$ cat src/design/msl_pkg.sv
// Shared types, field widths and register indexes of the master/stack tile layout block.
`default_nettype none

package msl_pkg;

    // Default cap on the number of tiled windows.
    localparam int unsigned MAX_WINDOWS_DEF = 128;

    // Field widths.
    localparam int unsigned CFG_IDX_W  = 3;
    localparam int unsigned CFG_DATA_W = 16;
    localparam int unsigned POS_W      = 16;
    localparam int unsigned DIM_W      = 15;
    localparam int unsigned GAP_W      = 8;
    localparam int unsigned CNT_W      = 8;
    localparam int unsigned FRAC_W     = 16;
    localparam int unsigned IDX_W      = 7;
    localparam int unsigned OFF_W      = 17;
    localparam int unsigned WIN_POS_W  = 17;
    localparam int unsigned WIN_WID_W  = 16;
    localparam int unsigned HEIGHT_W   = 15;

    // Configuration register indexes.
    typedef enum logic [CFG_IDX_W-1:0] {
        REG_AREA_X          = 3'd0,
        REG_AREA_Y          = 3'd1,
        REG_AREA_WIDTH      = 3'd2,
        REG_AREA_HEIGHT     = 3'd3,
        REG_GAP             = 3'd4,
        REG_MASTER_COUNT    = 3'd5,
        REG_MASTER_FRACTION = 3'd6,
        REG_WINDOW_COUNT    = 3'd7
    } msl_reg_t;

    // Current configuration as seen by the datapath.
    typedef struct packed {
        logic [POS_W-1:0]  area_x;
        logic [POS_W-1:0]  area_y;
        logic [DIM_W-1:0]  area_width;
        logic [DIM_W-1:0]  area_height;
        logic [GAP_W-1:0]  gap;
        logic [CNT_W-1:0]  master_count;
        logic [FRAC_W-1:0] master_fraction;
        logic [CNT_W-1:0]  window_count;
    } msl_cfg_t;

    // Commands from the controller to the datapath.
    typedef struct packed {
        logic capture;
        logic prep;
        logic calc;
        logic div_start;
        logic finish;
    } msl_cmd_t;

    // Status from the datapath to the controller.
    typedef struct packed {
        logic item_valid;
        logic div_done;
        logic out_free;
    } msl_sts_t;

endpackage

`default_nettype wire

$ cat src/design/msl_cfg.sv
// Configuration register file of the tile layout block.
`default_nettype none

module msl_cfg (
    input  wire                                aclk,
    input  wire                                aresetn,
    input  wire                                cfg_wr_en,
    input  wire  [msl_pkg::CFG_IDX_W-1:0]      cfg_index,
    input  wire  [msl_pkg::CFG_DATA_W-1:0]     cfg_wr_data,
    output msl_pkg::msl_cfg_t                  cfg
);

    msl_pkg::msl_cfg_t cfg_reg;
    msl_pkg::msl_cfg_t cfg_next;

    // Decode the write index and update one register.
    always_comb begin
        cfg_next = cfg_reg;
        if (cfg_wr_en) begin
            case (msl_pkg::msl_reg_t'(cfg_index))
                msl_pkg::REG_AREA_X: begin
                    cfg_next.area_x = cfg_wr_data;
                end
                msl_pkg::REG_AREA_Y: begin
                    cfg_next.area_y = cfg_wr_data;
                end
                msl_pkg::REG_AREA_WIDTH: begin
                    cfg_next.area_width = cfg_wr_data[msl_pkg::DIM_W-1:0];
                end
                msl_pkg::REG_AREA_HEIGHT: begin
                    cfg_next.area_height = cfg_wr_data[msl_pkg::DIM_W-1:0];
                end
                msl_pkg::REG_GAP: begin
                    cfg_next.gap = cfg_wr_data[msl_pkg::GAP_W-1:0];
                end
                msl_pkg::REG_MASTER_COUNT: begin
                    cfg_next.master_count = cfg_wr_data[msl_pkg::CNT_W-1:0];
                end
                msl_pkg::REG_MASTER_FRACTION: begin
                    cfg_next.master_fraction = cfg_wr_data;
                end
                msl_pkg::REG_WINDOW_COUNT: begin
                    cfg_next.window_count = cfg_wr_data[msl_pkg::CNT_W-1:0];
                end
                default: begin
                    cfg_next = cfg_reg;
                end
            endcase
        end
    end

    // Registers with their reset values.
    always_ff @(posedge aclk) begin
        if (!aresetn) begin
            cfg_reg.area_x          <= 16'd0;
            cfg_reg.area_y          <= 16'd0;
            cfg_reg.area_width      <= 15'd1920;
            cfg_reg.area_height     <= 15'd1080;
            cfg_reg.gap             <= 8'd0;
            cfg_reg.master_count    <= 8'd1;
            cfg_reg.master_fraction <= 16'd32768;
            cfg_reg.window_count    <= 8'd1;
        end else begin
            cfg_reg <= cfg_next;
        end
    end

    assign cfg = cfg_reg;

endmodule

`default_nettype wire

$ cat src/design/msl_div.sv
// Iterative restoring divider for the column height split, one quotient bit per cycle.
`default_nettype none

module msl_div (
    input  wire                             aclk,
    input  wire                             aresetn,
    input  wire                             start,
    input  wire  [msl_pkg::HEIGHT_W-1:0]    dividend,
    input  wire  [msl_pkg::CNT_W-1:0]       divisor,
    output logic [msl_pkg::HEIGHT_W-1:0]    quotient,
    output logic                            done
);

    localparam int unsigned Steps = msl_pkg::HEIGHT_W;
    localparam int unsigned CntW  = $clog2(Steps + 1);
    localparam int unsigned DvW   = msl_pkg::CNT_W;

    logic [CntW-1:0]                  count_reg, count_next;
    logic                             done_reg, done_next;
    logic [DvW-1:0]                   rem_reg, rem_next;
    logic [msl_pkg::HEIGHT_W-1:0]     quo_reg, quo_next;
    logic [DvW-1:0]                   den_reg, den_next;
    logic [DvW:0]                     trial;
    logic                             fits;

    // One restoring step: shift in the next dividend bit and try a subtraction.
    always_comb begin
        trial      = {rem_reg, quo_reg[msl_pkg::HEIGHT_W-1]};
        fits       = trial >= {1'b0, den_reg};
        count_next = count_reg;
        done_next  = 1'b0;
        rem_next   = rem_reg;
        quo_next   = quo_reg;
        den_next   = den_reg;
        if (start) begin
            count_next = CntW'(Steps);
            rem_next   = '0;
            quo_next   = dividend;
            den_next   = divisor;
        end else if (count_reg != '0) begin
            count_next = count_reg - 1'b1;
            done_next  = count_reg == CntW'(1);
            if (fits) begin
                rem_next = DvW'(trial - {1'b0, den_reg});
            end else begin
                rem_next = trial[DvW-1:0];
            end
            quo_next = {quo_reg[msl_pkg::HEIGHT_W-2:0], fits};
        end
    end

    // Control state is reset; the working registers are not.
    always_ff @(posedge aclk) begin
        if (!aresetn) begin
            count_reg <= '0;
            done_reg  <= 1'b0;
        end else begin
            count_reg <= count_next;
            done_reg  <= done_next;
        end
    end

    always_ff @(posedge aclk) begin
        rem_reg <= rem_next;
        quo_reg <= quo_next;
        den_reg <= den_next;
    end

    assign quotient = quo_reg;
    assign done     = done_reg;

endmodule

`default_nettype wire

$ cat src/design/msl_dp.sv
// Datapath of the tile layout block: column selection, widths, heights and running offsets.
`default_nettype none

module msl_dp #(
    parameter int unsigned MAX_WINDOWS = msl_pkg::MAX_WINDOWS_DEF
) (
    input  wire                                     aclk,
    input  wire                                     aresetn,
    input  wire msl_pkg::msl_cfg_t                  cfg,
    input  wire msl_pkg::msl_cmd_t                  cmd,
    output msl_pkg::msl_sts_t                       sts,
    input  wire  [msl_pkg::IDX_W-1:0]               s_window_index,
    input  wire                                     m_ready,
    output logic                                    m_valid,
    output logic signed [msl_pkg::WIN_POS_W-1:0]    m_win_x,
    output logic signed [msl_pkg::WIN_POS_W-1:0]    m_win_y,
    output logic signed [msl_pkg::WIN_WID_W-1:0]    m_win_width,
    output logic [msl_pkg::HEIGHT_W-1:0]            m_win_height,
    output logic                                    m_in_master
);

    localparam int unsigned CntW     = msl_pkg::CNT_W;
    localparam int unsigned OffW     = msl_pkg::OFF_W;
    localparam int unsigned HW       = msl_pkg::HEIGHT_W;
    localparam int unsigned CapCount = (MAX_WINDOWS > 255) ? 255 : MAX_WINDOWS;
    localparam logic [CntW-1:0] CapCnt = CntW'(CapCount);

    // Item registers.
    logic [msl_pkg::IDX_W-1:0]  idx_reg;
    logic                       master_reg;
    logic                       last_reg;
    logic                       split_reg;
    logic [CntW-1:0]            den_reg;
    logic [OffW-1:0]            off_reg;
    logic signed [18:0]         num_reg;
    logic signed [18:0]         tail_reg;
    logic signed [32:0]         prod_reg;
    logic [OffW-1:0]            moff_reg, moff_next;
    logic [OffW-1:0]            soff_reg, soff_next;
    logic                       m_valid_reg, m_valid_next;
    logic signed [16:0]         win_x_reg;
    logic signed [16:0]         win_y_reg;
    logic signed [15:0]         win_width_reg;
    logic [HW-1:0]              win_height_reg;
    logic                       in_master_reg;

    // Column counts and placement of the captured index.
    logic [CntW-1:0]  n_cnt, nm_cnt, ns_cnt, idx_ext, den_sel;
    logic             item_valid, is_master, is_last, is_first;
    logic [OffW-1:0]  off_sel;

    always_comb begin
        n_cnt      = (cfg.window_count < CapCnt) ? cfg.window_count : CapCnt;
        nm_cnt     = (cfg.master_count < n_cnt) ? cfg.master_count : n_cnt;
        ns_cnt     = n_cnt - nm_cnt;
        idx_ext    = {1'b0, idx_reg};
        item_valid = idx_ext < n_cnt;
        is_master  = idx_ext < nm_cnt;
        is_last    = is_master ? (idx_ext == nm_cnt - 8'd1) : (idx_ext == n_cnt - 8'd1);
        den_sel    = is_master ? nm_cnt : ns_cnt;
        is_first   = idx_reg == '0;
        off_sel    = is_first ? '0 : (is_master ? moff_reg : soff_reg);
    end

    // Even split numerator, last-window remainder and master width product.
    logic [16:0]         gden;
    logic signed [18:0]  num_calc;
    logic signed [18:0]  tail_calc;
    logic signed [15:0]  wg;
    logic signed [16:0]  frac_s;
    logic signed [32:0]  prod_calc;

    always_comb begin
        gden      = 17'(cfg.gap) * 17'({1'b0, den_reg} + 9'd1);
        num_calc  = $signed({4'b0, cfg.area_height}) - $signed({2'b0, gden});
        tail_calc = $signed({4'b0, cfg.area_height}) - $signed({2'b0, off_reg})
                    - $signed({10'b0, cfg.gap, 1'b0});
        wg        = $signed({1'b0, cfg.area_width}) - $signed({8'b0, cfg.gap});
        frac_s    = $signed({1'b0, cfg.master_fraction});
        prod_calc = wg * frac_s;
    end

    // Iterative divider for the even height split.
    logic [HW-1:0] quo;
    logic          div_done;

    msl_div u_div (
        .aclk     (aclk),
        .aresetn  (aresetn),
        .start    (cmd.div_start),
        .dividend (num_reg[HW-1:0]),
        .divisor  (den_reg),
        .quotient (quo),
        .done     (div_done)
    );

    // Final rectangle of the window and the updated column offset.
    logic signed [32:0]  mw_sum;
    logic signed [17:0]  mw18, x18, g18, gh18, w18;
    logic signed [17:0]  mx, sx, mwf, swf;
    logic [HW-1:0]       h;
    logic [16:0]         y_out;
    logic [OffW-1:0]     off_new;

    always_comb begin
        mw_sum = prod_reg + 33'sd32768;
        mw18   = {mw_sum[32], mw_sum[32:16]};
        x18    = {{2{cfg.area_x[15]}}, cfg.area_x};
        g18    = {10'b0, cfg.gap};
        gh18   = {11'b0, cfg.gap[7:1]};
        w18    = {3'b0, cfg.area_width};
        mx     = x18 + g18;
        if (split_reg) begin
            mwf = mw18 - g18 - gh18;
            sx  = x18 + mw18 + gh18;
            swf = w18 - mw18 - gh18 - g18;
        end else begin
            mwf = w18 - g18 - g18;
            sx  = mx;
            swf = mwf;
        end
        // Heights are clamped to at least one pixel.
        if (last_reg) begin
            h = (tail_reg < 19'sd1) ? 15'd1 : tail_reg[HW-1:0];
        end else begin
            h = ((num_reg > 19'sd0) && (quo != '0)) ? quo : 15'd1;
        end
        y_out   = {cfg.area_y[15], cfg.area_y} + off_reg + {9'b0, cfg.gap};
        off_new = off_reg + {2'b0, h} + {9'b0, cfg.gap};
    end

    // Offsets and output valid.
    always_comb begin
        moff_next    = moff_reg;
        soff_next    = soff_reg;
        m_valid_next = m_valid_reg;
        if (m_valid_reg && m_ready) begin
            m_valid_next = 1'b0;
        end
        if (cmd.prep && item_valid && is_first) begin
            moff_next = '0;
            soff_next = '0;
        end
        if (cmd.finish) begin
            m_valid_next = 1'b1;
            if (master_reg) begin
                moff_next = off_new;
            end else begin
                soff_next = off_new;
            end
        end
    end

    always_ff @(posedge aclk) begin
        if (!aresetn) begin
            moff_reg    <= '0;
            soff_reg    <= '0;
            m_valid_reg <= 1'b0;
        end else begin
            moff_reg    <= moff_next;
            soff_reg    <= soff_next;
            m_valid_reg <= m_valid_next;
        end
    end

    // Payload registers, loaded on command.
    always_ff @(posedge aclk) begin
        if (cmd.capture) begin
            idx_reg <= s_window_index;
        end
        if (cmd.prep) begin
            master_reg <= is_master;
            last_reg   <= is_last;
            split_reg  <= (nm_cnt != '0) && (ns_cnt != '0);
            den_reg    <= den_sel;
            off_reg    <= off_sel;
        end
        if (cmd.calc) begin
            num_reg  <= num_calc;
            tail_reg <= tail_calc;
            prod_reg <= prod_calc;
        end
        if (cmd.finish) begin
            win_x_reg      <= master_reg ? mx[16:0] : sx[16:0];
            win_y_reg      <= y_out;
            win_width_reg  <= master_reg ? mwf[15:0] : swf[15:0];
            win_height_reg <= h;
            in_master_reg  <= master_reg;
        end
    end

    assign sts.item_valid = item_valid;
    assign sts.div_done   = div_done;
    assign sts.out_free   = !m_valid_reg || m_ready;

    assign m_valid      = m_valid_reg;
    assign m_win_x      = win_x_reg;
    assign m_win_y      = win_y_reg;
    assign m_win_width  = win_width_reg;
    assign m_win_height = win_height_reg;
    assign m_in_master  = in_master_reg;

endmodule

`default_nettype wire

$ cat src/design/msl_ctrl.sv
// Controller state machine that sequences one window through the datapath.
`default_nettype none

module msl_ctrl (
    input  wire                     aclk,
    input  wire                     aresetn,
    input  wire                     s_valid,
    output logic                    s_ready,
    input  wire msl_pkg::msl_sts_t  sts,
    output msl_pkg::msl_cmd_t       cmd
);

    typedef enum logic [2:0] {
        ST_IDLE,
        ST_PREP,
        ST_CALC,
        ST_DIV_START,
        ST_DIV_WAIT,
        ST_FINISH
    } state_t;

    state_t state_reg, state_next;

    // Next state and commands.
    always_comb begin
        state_next = state_reg;
        cmd        = '0;
        case (state_reg)
            ST_IDLE: begin
                if (s_valid) begin
                    cmd.capture = 1'b1;
                    state_next  = ST_PREP;
                end
            end
            ST_PREP: begin
                cmd.prep   = 1'b1;
                state_next = sts.item_valid ? ST_CALC : ST_IDLE;
            end
            ST_CALC: begin
                cmd.calc   = 1'b1;
                state_next = ST_DIV_START;
            end
            ST_DIV_START: begin
                cmd.div_start = 1'b1;
                state_next    = ST_DIV_WAIT;
            end
            ST_DIV_WAIT: begin
                if (sts.div_done) begin
                    state_next = ST_FINISH;
                end
            end
            ST_FINISH: begin
                if (sts.out_free) begin
                    cmd.finish = 1'b1;
                    state_next = ST_IDLE;
                end
            end
            default: begin
                state_next = ST_IDLE;
            end
        endcase
    end

    always_ff @(posedge aclk) begin
        if (!aresetn) begin
            state_reg <= ST_IDLE;
        end else begin
            state_reg <= state_next;
        end
    end

    assign s_ready = state_reg == ST_IDLE;

endmodule

`default_nettype wire

$ cat src/design/master_stack_tile_layout.sv
// A window passes through the capture, prep, calc, divider start, wait and finish states.
// A new window is taken only in idle, after the last one and its 15-step divide are done.
// An index at or beyond the capped window count gives no result; the input frees after prep.
// The output register lets the next window start while a result waits to be taken.
// Reset (aresetn, synchronous, active low) clears offsets and control and loads the
// default configuration.
`default_nettype none

module master_stack_tile_layout #(
    parameter int unsigned MAX_WINDOWS = msl_pkg::MAX_WINDOWS_DEF
) (
    input  wire                                     aclk,
    input  wire                                     aresetn,
    input  wire                                     cfg_wr_en,
    input  wire  [msl_pkg::CFG_IDX_W-1:0]           cfg_index,
    input  wire  [msl_pkg::CFG_DATA_W-1:0]          cfg_wr_data,
    input  wire                                     s_valid,
    output logic                                    s_ready,
    input  wire  [msl_pkg::IDX_W-1:0]               s_window_index,
    output logic                                    m_valid,
    input  wire                                     m_ready,
    output logic signed [msl_pkg::WIN_POS_W-1:0]    m_win_x,
    output logic signed [msl_pkg::WIN_POS_W-1:0]    m_win_y,
    output logic signed [msl_pkg::WIN_WID_W-1:0]    m_win_width,
    output logic [msl_pkg::HEIGHT_W-1:0]            m_win_height,
    output logic                                    m_in_master
);

    msl_pkg::msl_cfg_t cfg;
    msl_pkg::msl_cmd_t cmd;
    msl_pkg::msl_sts_t sts;

    // Configuration registers.
    msl_cfg u_cfg (
        .aclk        (aclk),
        .aresetn     (aresetn),
        .cfg_wr_en   (cfg_wr_en),
        .cfg_index   (cfg_index),
        .cfg_wr_data (cfg_wr_data),
        .cfg         (cfg)
    );

    // Sequencer.
    msl_ctrl u_ctrl (
        .aclk    (aclk),
        .aresetn (aresetn),
        .s_valid (s_valid),
        .s_ready (s_ready),
        .sts     (sts),
        .cmd     (cmd)
    );

    // Arithmetic and output register.
    msl_dp #(
        .MAX_WINDOWS (MAX_WINDOWS)
    ) u_dp (
        .aclk           (aclk),
        .aresetn        (aresetn),
        .cfg            (cfg),
        .cmd            (cmd),
        .sts            (sts),
        .s_window_index (s_window_index),
        .m_ready        (m_ready),
        .m_valid        (m_valid),
        .m_win_x        (m_win_x),
        .m_win_y        (m_win_y),
        .m_win_width    (m_win_width),
        .m_win_height   (m_win_height),
        .m_in_master    (m_in_master)
    );

endmodule

`default_nettype wire

$ cat config.mk
export PLATFORM = sky130hd
export DESIGN_NAME = master_stack_tile_layout
export DESIGN_NICKNAME = d
export VERILOG_FILES = /design/src/design/msl_pkg.sv /design/src/design/msl_cfg.sv /design/src/design/msl_div.sv /design/src/design/msl_dp.sv /design/src/design/msl_ctrl.sv /design/src/design/master_stack_tile_layout.sv
export SDC_FILE = /design/constraint.sdc
export NUM_CORES = 2
export LEC_CHECK = 0
export BUFFER_PORTS_ARGS = -buffer_cell sky130_fd_sc_hd__buf_2
export CAP_MARGIN = 5
export CORE_ASPECT_RATIO = 1.4
export CORE_MARGIN = 5
export CORE_UTILIZATION = 50
export DETAILED_ROUTE_END_ITERATION = 8
export PLACE_DENSITY = 0.77
export SLEW_MARGIN = 0
export SYNTH_ARGS = -nofsm -noshare
export SYNTH_HDL_FRONTEND = slang
export SYNTH_SLANG_ARGS = --single-unit
$ cat constraint.sdc
create_clock -name aclk -period 28.2 [get_ports aclk]
set_input_delay 7.05 -clock aclk [delete_from_list [all_inputs] [get_ports aclk]]
set_output_delay 7.05 -clock aclk [all_outputs]
set_load 0.05 [all_outputs]
# Word level (Yosys, flattened, before mapping)
# Index checks and enable logic that the tools add are counted.
# totals
ff_bits	348
out_inout_bits	68
word_cells	149
in_bits	31
# op_classes
n_reduce_logical	26
n_lt_le_gt_ge	7
add_sub_neg	25
multipliers	2
muxes	38
bitwise	2
eq_ne	18
# op_table
cell	n
$mux 17	9
$mux 15	5
$add 17x8->17	3
$mux 16	3
$sub 16x9->16	3
$sub 15x17->18	2
$add 33x17->33 const B	1
$mul 16x17->33	1
$mux 8	4
$sub 15x8->16	2
$sub 16x8->16	2
$gt 19x1->1 const B	1
$lt 19x2->1 const B	1
$sub 19x10->19	1
$eq 3x3->1 const B	6
$pmux 3 s6	1
$add 16x17->17	1
$add 16x9->17	1
$add 17x15->17	1
$add 17x17->17	1
$mul 8x17->17	1
$eq 7x8->1	2
$lt 7x8->1	2
$reduce_and 2->1	8
29 further kinds	56

# Depth between registers and ports, before layout
# depth
ltp_word	8
ltp_mapped	38
mapped_depth_nobuf	37

# By module
# From an unflattened synthesis, not the netlist that was laid out.
# hier_totals
hier_cells	3406
hier_area_um2	32493.7
# modules_own_cells
module	cells_per_inst	instances	area_per_inst_um2	seq_area_each_um2
msl_dp	2846	1	26588.0	5385.2
msl_cfg	371	1	3841.2	2042.0
msl_div	167	1	1874.3	950.9
msl_ctrl	22	1	190.2	60.1

# Worst setup path before layout
# OpenSTA, ideal clock, no wires.
# synth_timing
path_kind	input-to-reg
start	in m_ready
end	reg u_dp.soff_reg[2]
setup_ns	0.128
n_path_buf	1
slack_ns	16.839
t_arrival_ns	11.234
cell_stages	6
required_time_ns	28.072
path_cell_list	nor2b_1 -> nor2_1 -> nand2_1 -> clkbuf_1 -> a31oi_1 -> nor2_1
# synth_lines
element	line	text
from (decl)	master_stack_tile_layout.sv:21	input wire m_ready,
to (signal assigned)	msl_dp.sv:161	soff_reg <= soff_next;
to (decl)	msl_dp.sv:39	logic [OffW-1:0] soff_reg, soff_next;

# Final worst setup path
# layout_timing
start	reg u_cfg.cfg_reg, in the netlist u_cfg.cfg[33]
end	reg u_dp.prod_reg[32] (data pin)
# layout_via
elab_chain_len	2
# layout_lines
element	line	text
from (decl)	msl_cfg.sv:13	msl_pkg::msl_cfg_t cfg_reg;
from (signal assigned)	msl_cfg.sv:64	cfg_reg <= cfg_next;
$sub 15x8->16	msl_dp.sv:78	wg = $signed({1'b0, cfg.area_width}) - $signed({8'b0, cfg.gap});
$mul 16x17->33	msl_dp.sv:80	prod_calc = wg * frac_s;
net u_dp.prod_calc[32]	msl_dp.sv:71	logic signed [32:0] prod_calc;
to (signal assigned)	msl_dp.sv:181	prod_reg <= prod_calc;
to (decl)	msl_dp.sv:37	logic signed [32:0] prod_reg;
# The timed path passes the listed nets, and every way through them passes these cells.
# A chain may end at the register's enable or synchronous reset.

==> out/results.txt <==
outcome = finished clean
CTS tree = yes
slew at the pin closest to its max-slew limit = 1.320 ns
count of input and output buffers = 98
Die X-Extent = 224.4 um
setup repair after global routing missed its margin = no
Synth area leaders = sky130_fd_sc_hd__fa_1 18%, sky130_fd_sc_hd__edfxtp_1 17%, sky130_fd_sc_hd__ha_1 14%
startpoint kind of the worst setup timing path = flop
count of H-tree levels built during CTS = 2
DR vias/cell = 5.619
final cell utilization of the core = 0.5419
signal arrival time at the worst endpoint = 10.50 ns
fraction of registers with async set/reset = 0
wire length of the first global-routing pass = 136.5 mm
post-detailed-route count of antenna-violating nets = 0
most frequent cells in the layout = 569 x sky130_fd_sc_hd__nand2_1, 494 x sky130_fd_sc_hd__inv_1, 361 x sky130_fd_sc_hd__ha_1
crit end category = flop
final number of hold-violating endpoints = 0
static leakage = 15.51 nW
post-synth cell types = 75
final WL = 85.78 mm
number of storage elements in the synthesis netlist = 332
Worst EP required = 28.49 ns
Post-Syn Area = 0.03217 mm2
count of vias placed by the detailed router = 25.30k
# clock sinks = 332
post-CTS repair timing setup buffer count = 0
clock input transition at the sequential cells of the worst setup and hold paths = 0.07 ns
Relative slew margins = 0.1167
number of synthesis warnings = 0
antenna violations before repair = 4
std cell rows = 110
largest buffer count on any clock path = 3
slowest cell on the critical path = sky130_fd_sc_hd__dfxtp_1
critical path peak fanout = 18
Pre-antenna DRT Iters = 6
synthesized netlist cell count = 3,583
total clock buffers created by CTS = 34
slowest stage delay, CP = 0.90 ns
vias in the first global route = 25.89k
Max Transition Viols Final = 0
Max VDD drop = 0.05477 mV
fraction of synthesized cell area taken by the top area cell type = 0.1842
gr usage total = 0.2460
most prevalent standard cell on the critical path = sky130_fd_sc_hd__fa_1
power density relative to cell area = 42.05 mW/mm2
Max Freq = 97.94 MHz
final total negative setup slack = 0 ns
Final HPWL DP = 65.62 mm
chip height = 310.1 um
Filler cells = 5,685
floorplan die area = 0.06958 mm2
Area growth, synth to finish = 7.815%
hold buffers post-CTS = 0
post-CTS sizing = 0
post-synth net total = 4,271
min Tclk post-route = 10.21 ns
max FFs per register = 102
critical path type = reg2reg
drt drc = 0
Avg Synthesized Cell Area = 8.978 um2
portion of the clock cycle consumed by the worst path in the final layout = 0.3621
most common cell after layout, fill and taps aside = sky130_fd_sc_hd__nand2_1
Min Hold Slack = 0.4535 ns
CORE AREA = 0.06400 mm2
Final Net Count = 4,323
initial standard-cell utilization of the core = 0.5026
largest net degree at the start of global routing = 76
sequential element share of the synthesized area = 0.2623
max-cap check violation count = 0
Clock Latency Late Sink = 0.55 ns
layout cells sized above 1 = 0.06064
Boundary Pins = 99
number of endpoints failing setup at the final stage = 0
Hold WC Path Type = reg2reg
routed wire length per instance = 19.05 um
number of enable-type register cells in the synthesized netlist = 179
final worst clock skew = 0.02229 ns
Iter 0 DRT Violations = 1,784
final weighted congestion in routability-driven placement = 0.9231
remaining global-route overflow = 0
cell type contributing the most total cell area after synthesis = sky130_fd_sc_hd__fa_1
cell at the root of the clock tree = sky130_fd_sc_hd__clkbuf_16
most instantiated flip-flop cell in the synthesis netlist = sky130_fd_sc_hd__edfxtp_1
[through the flow]
step | instances | area, um2 | worst slack (ns) | power, mW
final | 4502 | 34680 | 17.99 | 1.458
after global routing | 4501 | 34680 | 17.39 | 1.533
after CTS | 4500 | 34670 | 18.01 | 1.461
after detailed placement | 4438 | 33550 | 18.10 | 1.002
after global placement | 4438 | 33550 | 18.23 | 0.9907
after floorplan | 3583 | 32170 | 16.84 | 0.8899
[layer usage]
metal  up-vias  global-route usage  share of wire
li1      11860                   -              -
met1     12210              0.2757           0.37
met2       929              0.4522           0.51
met3       295             0.03029          0.057
met4         2              0.1366          0.067
met5         -                   0       0.000082
[power by group]
part	total (mW)	internal, mW	switching (mW)	leakage (nW)
Combinational	0.402	0.156	0.246	12.1
Sequential	0.595	0.558	0.0367	2.88
Clock	0.461	0.258	0.203	0.565
Total	1.46	0.973	0.486	15.5
[cell families after synthesis]
group	share of synthesized area
AOI/OAI and AO/OA	0.1066
DFF	0.2623
and+or+nand+nor	0.1696
xor gates and xnor gates	0.05663
muxes	0.007585
adders and majority gates	0.3246
buffers and inverters	0.07262
[cell usage after synthesis, types with 93 or more instances]
cell type,number
sky130_fd_sc_hd__o21ai_0,93
sky130_fd_sc_hd__a21oi_1,246
sky130_fd_sc_hd__nand3_1,93
sky130_fd_sc_hd__edfxtp_1,179
sky130_fd_sc_hd__fa_1,296
sky130_fd_sc_hd__and2_1,123
sky130_fd_sc_hd__ha_1,361
sky130_fd_sc_hd__clkbuf_1,100
sky130_fd_sc_hd__dfxtp_1,153
sky130_fd_sc_hd__inv_1,494
sky130_fd_sc_hd__xnor2_1,147
sky130_fd_sc_hd__nor2_1,172
sky130_fd_sc_hd__nand2_1,569
[final timing paths]
path / to / slack, ns / cells after the start / startpoint
worst min register to register: u_cfg.cfg[6] / 0.45 / 2 / u_cfg.cfg[6]
worst max-delay path: u_dp.prod_reg[32] / 17.99 / 33 / u_cfg.cfg[33]
worst min-delay path: u_cfg.cfg[6] / 0.45 / 2 / u_cfg.cfg[6]
worst max register to register: u_dp.prod_reg[32] / 17.99 / 33 / u_cfg.cfg[33]
[cell type report]
class | instances | area (um2) | area share
repair buffers | 134 | 758.2 | 0.02186
inverters | 497 | 1871 | 0.05394
clock buffers | 48 | 1031 | 0.02973
flip-flops and latches | 332 | 8438 | 0.2433
well taps | 840 | 1051 | 0.03031
diodes | 1 | 2.502 | 0.00007216
clock inverters | 14 | 92.59 | 0.002670
multi-input cells | 2636 | 21440 | 0.6181
[worst max-delay path, delay by kind of cell (launching register included)]
kind,cells,cell delay [ns]
compound gates,11,2.16
flops,1,0.90
buf+inv,4,0.56
fa+ha+maj,8,3.55
simple gates,9,2.70
xor+xnor,1,0.09
No activity file was read; power rests on OpenSTA's default activity.
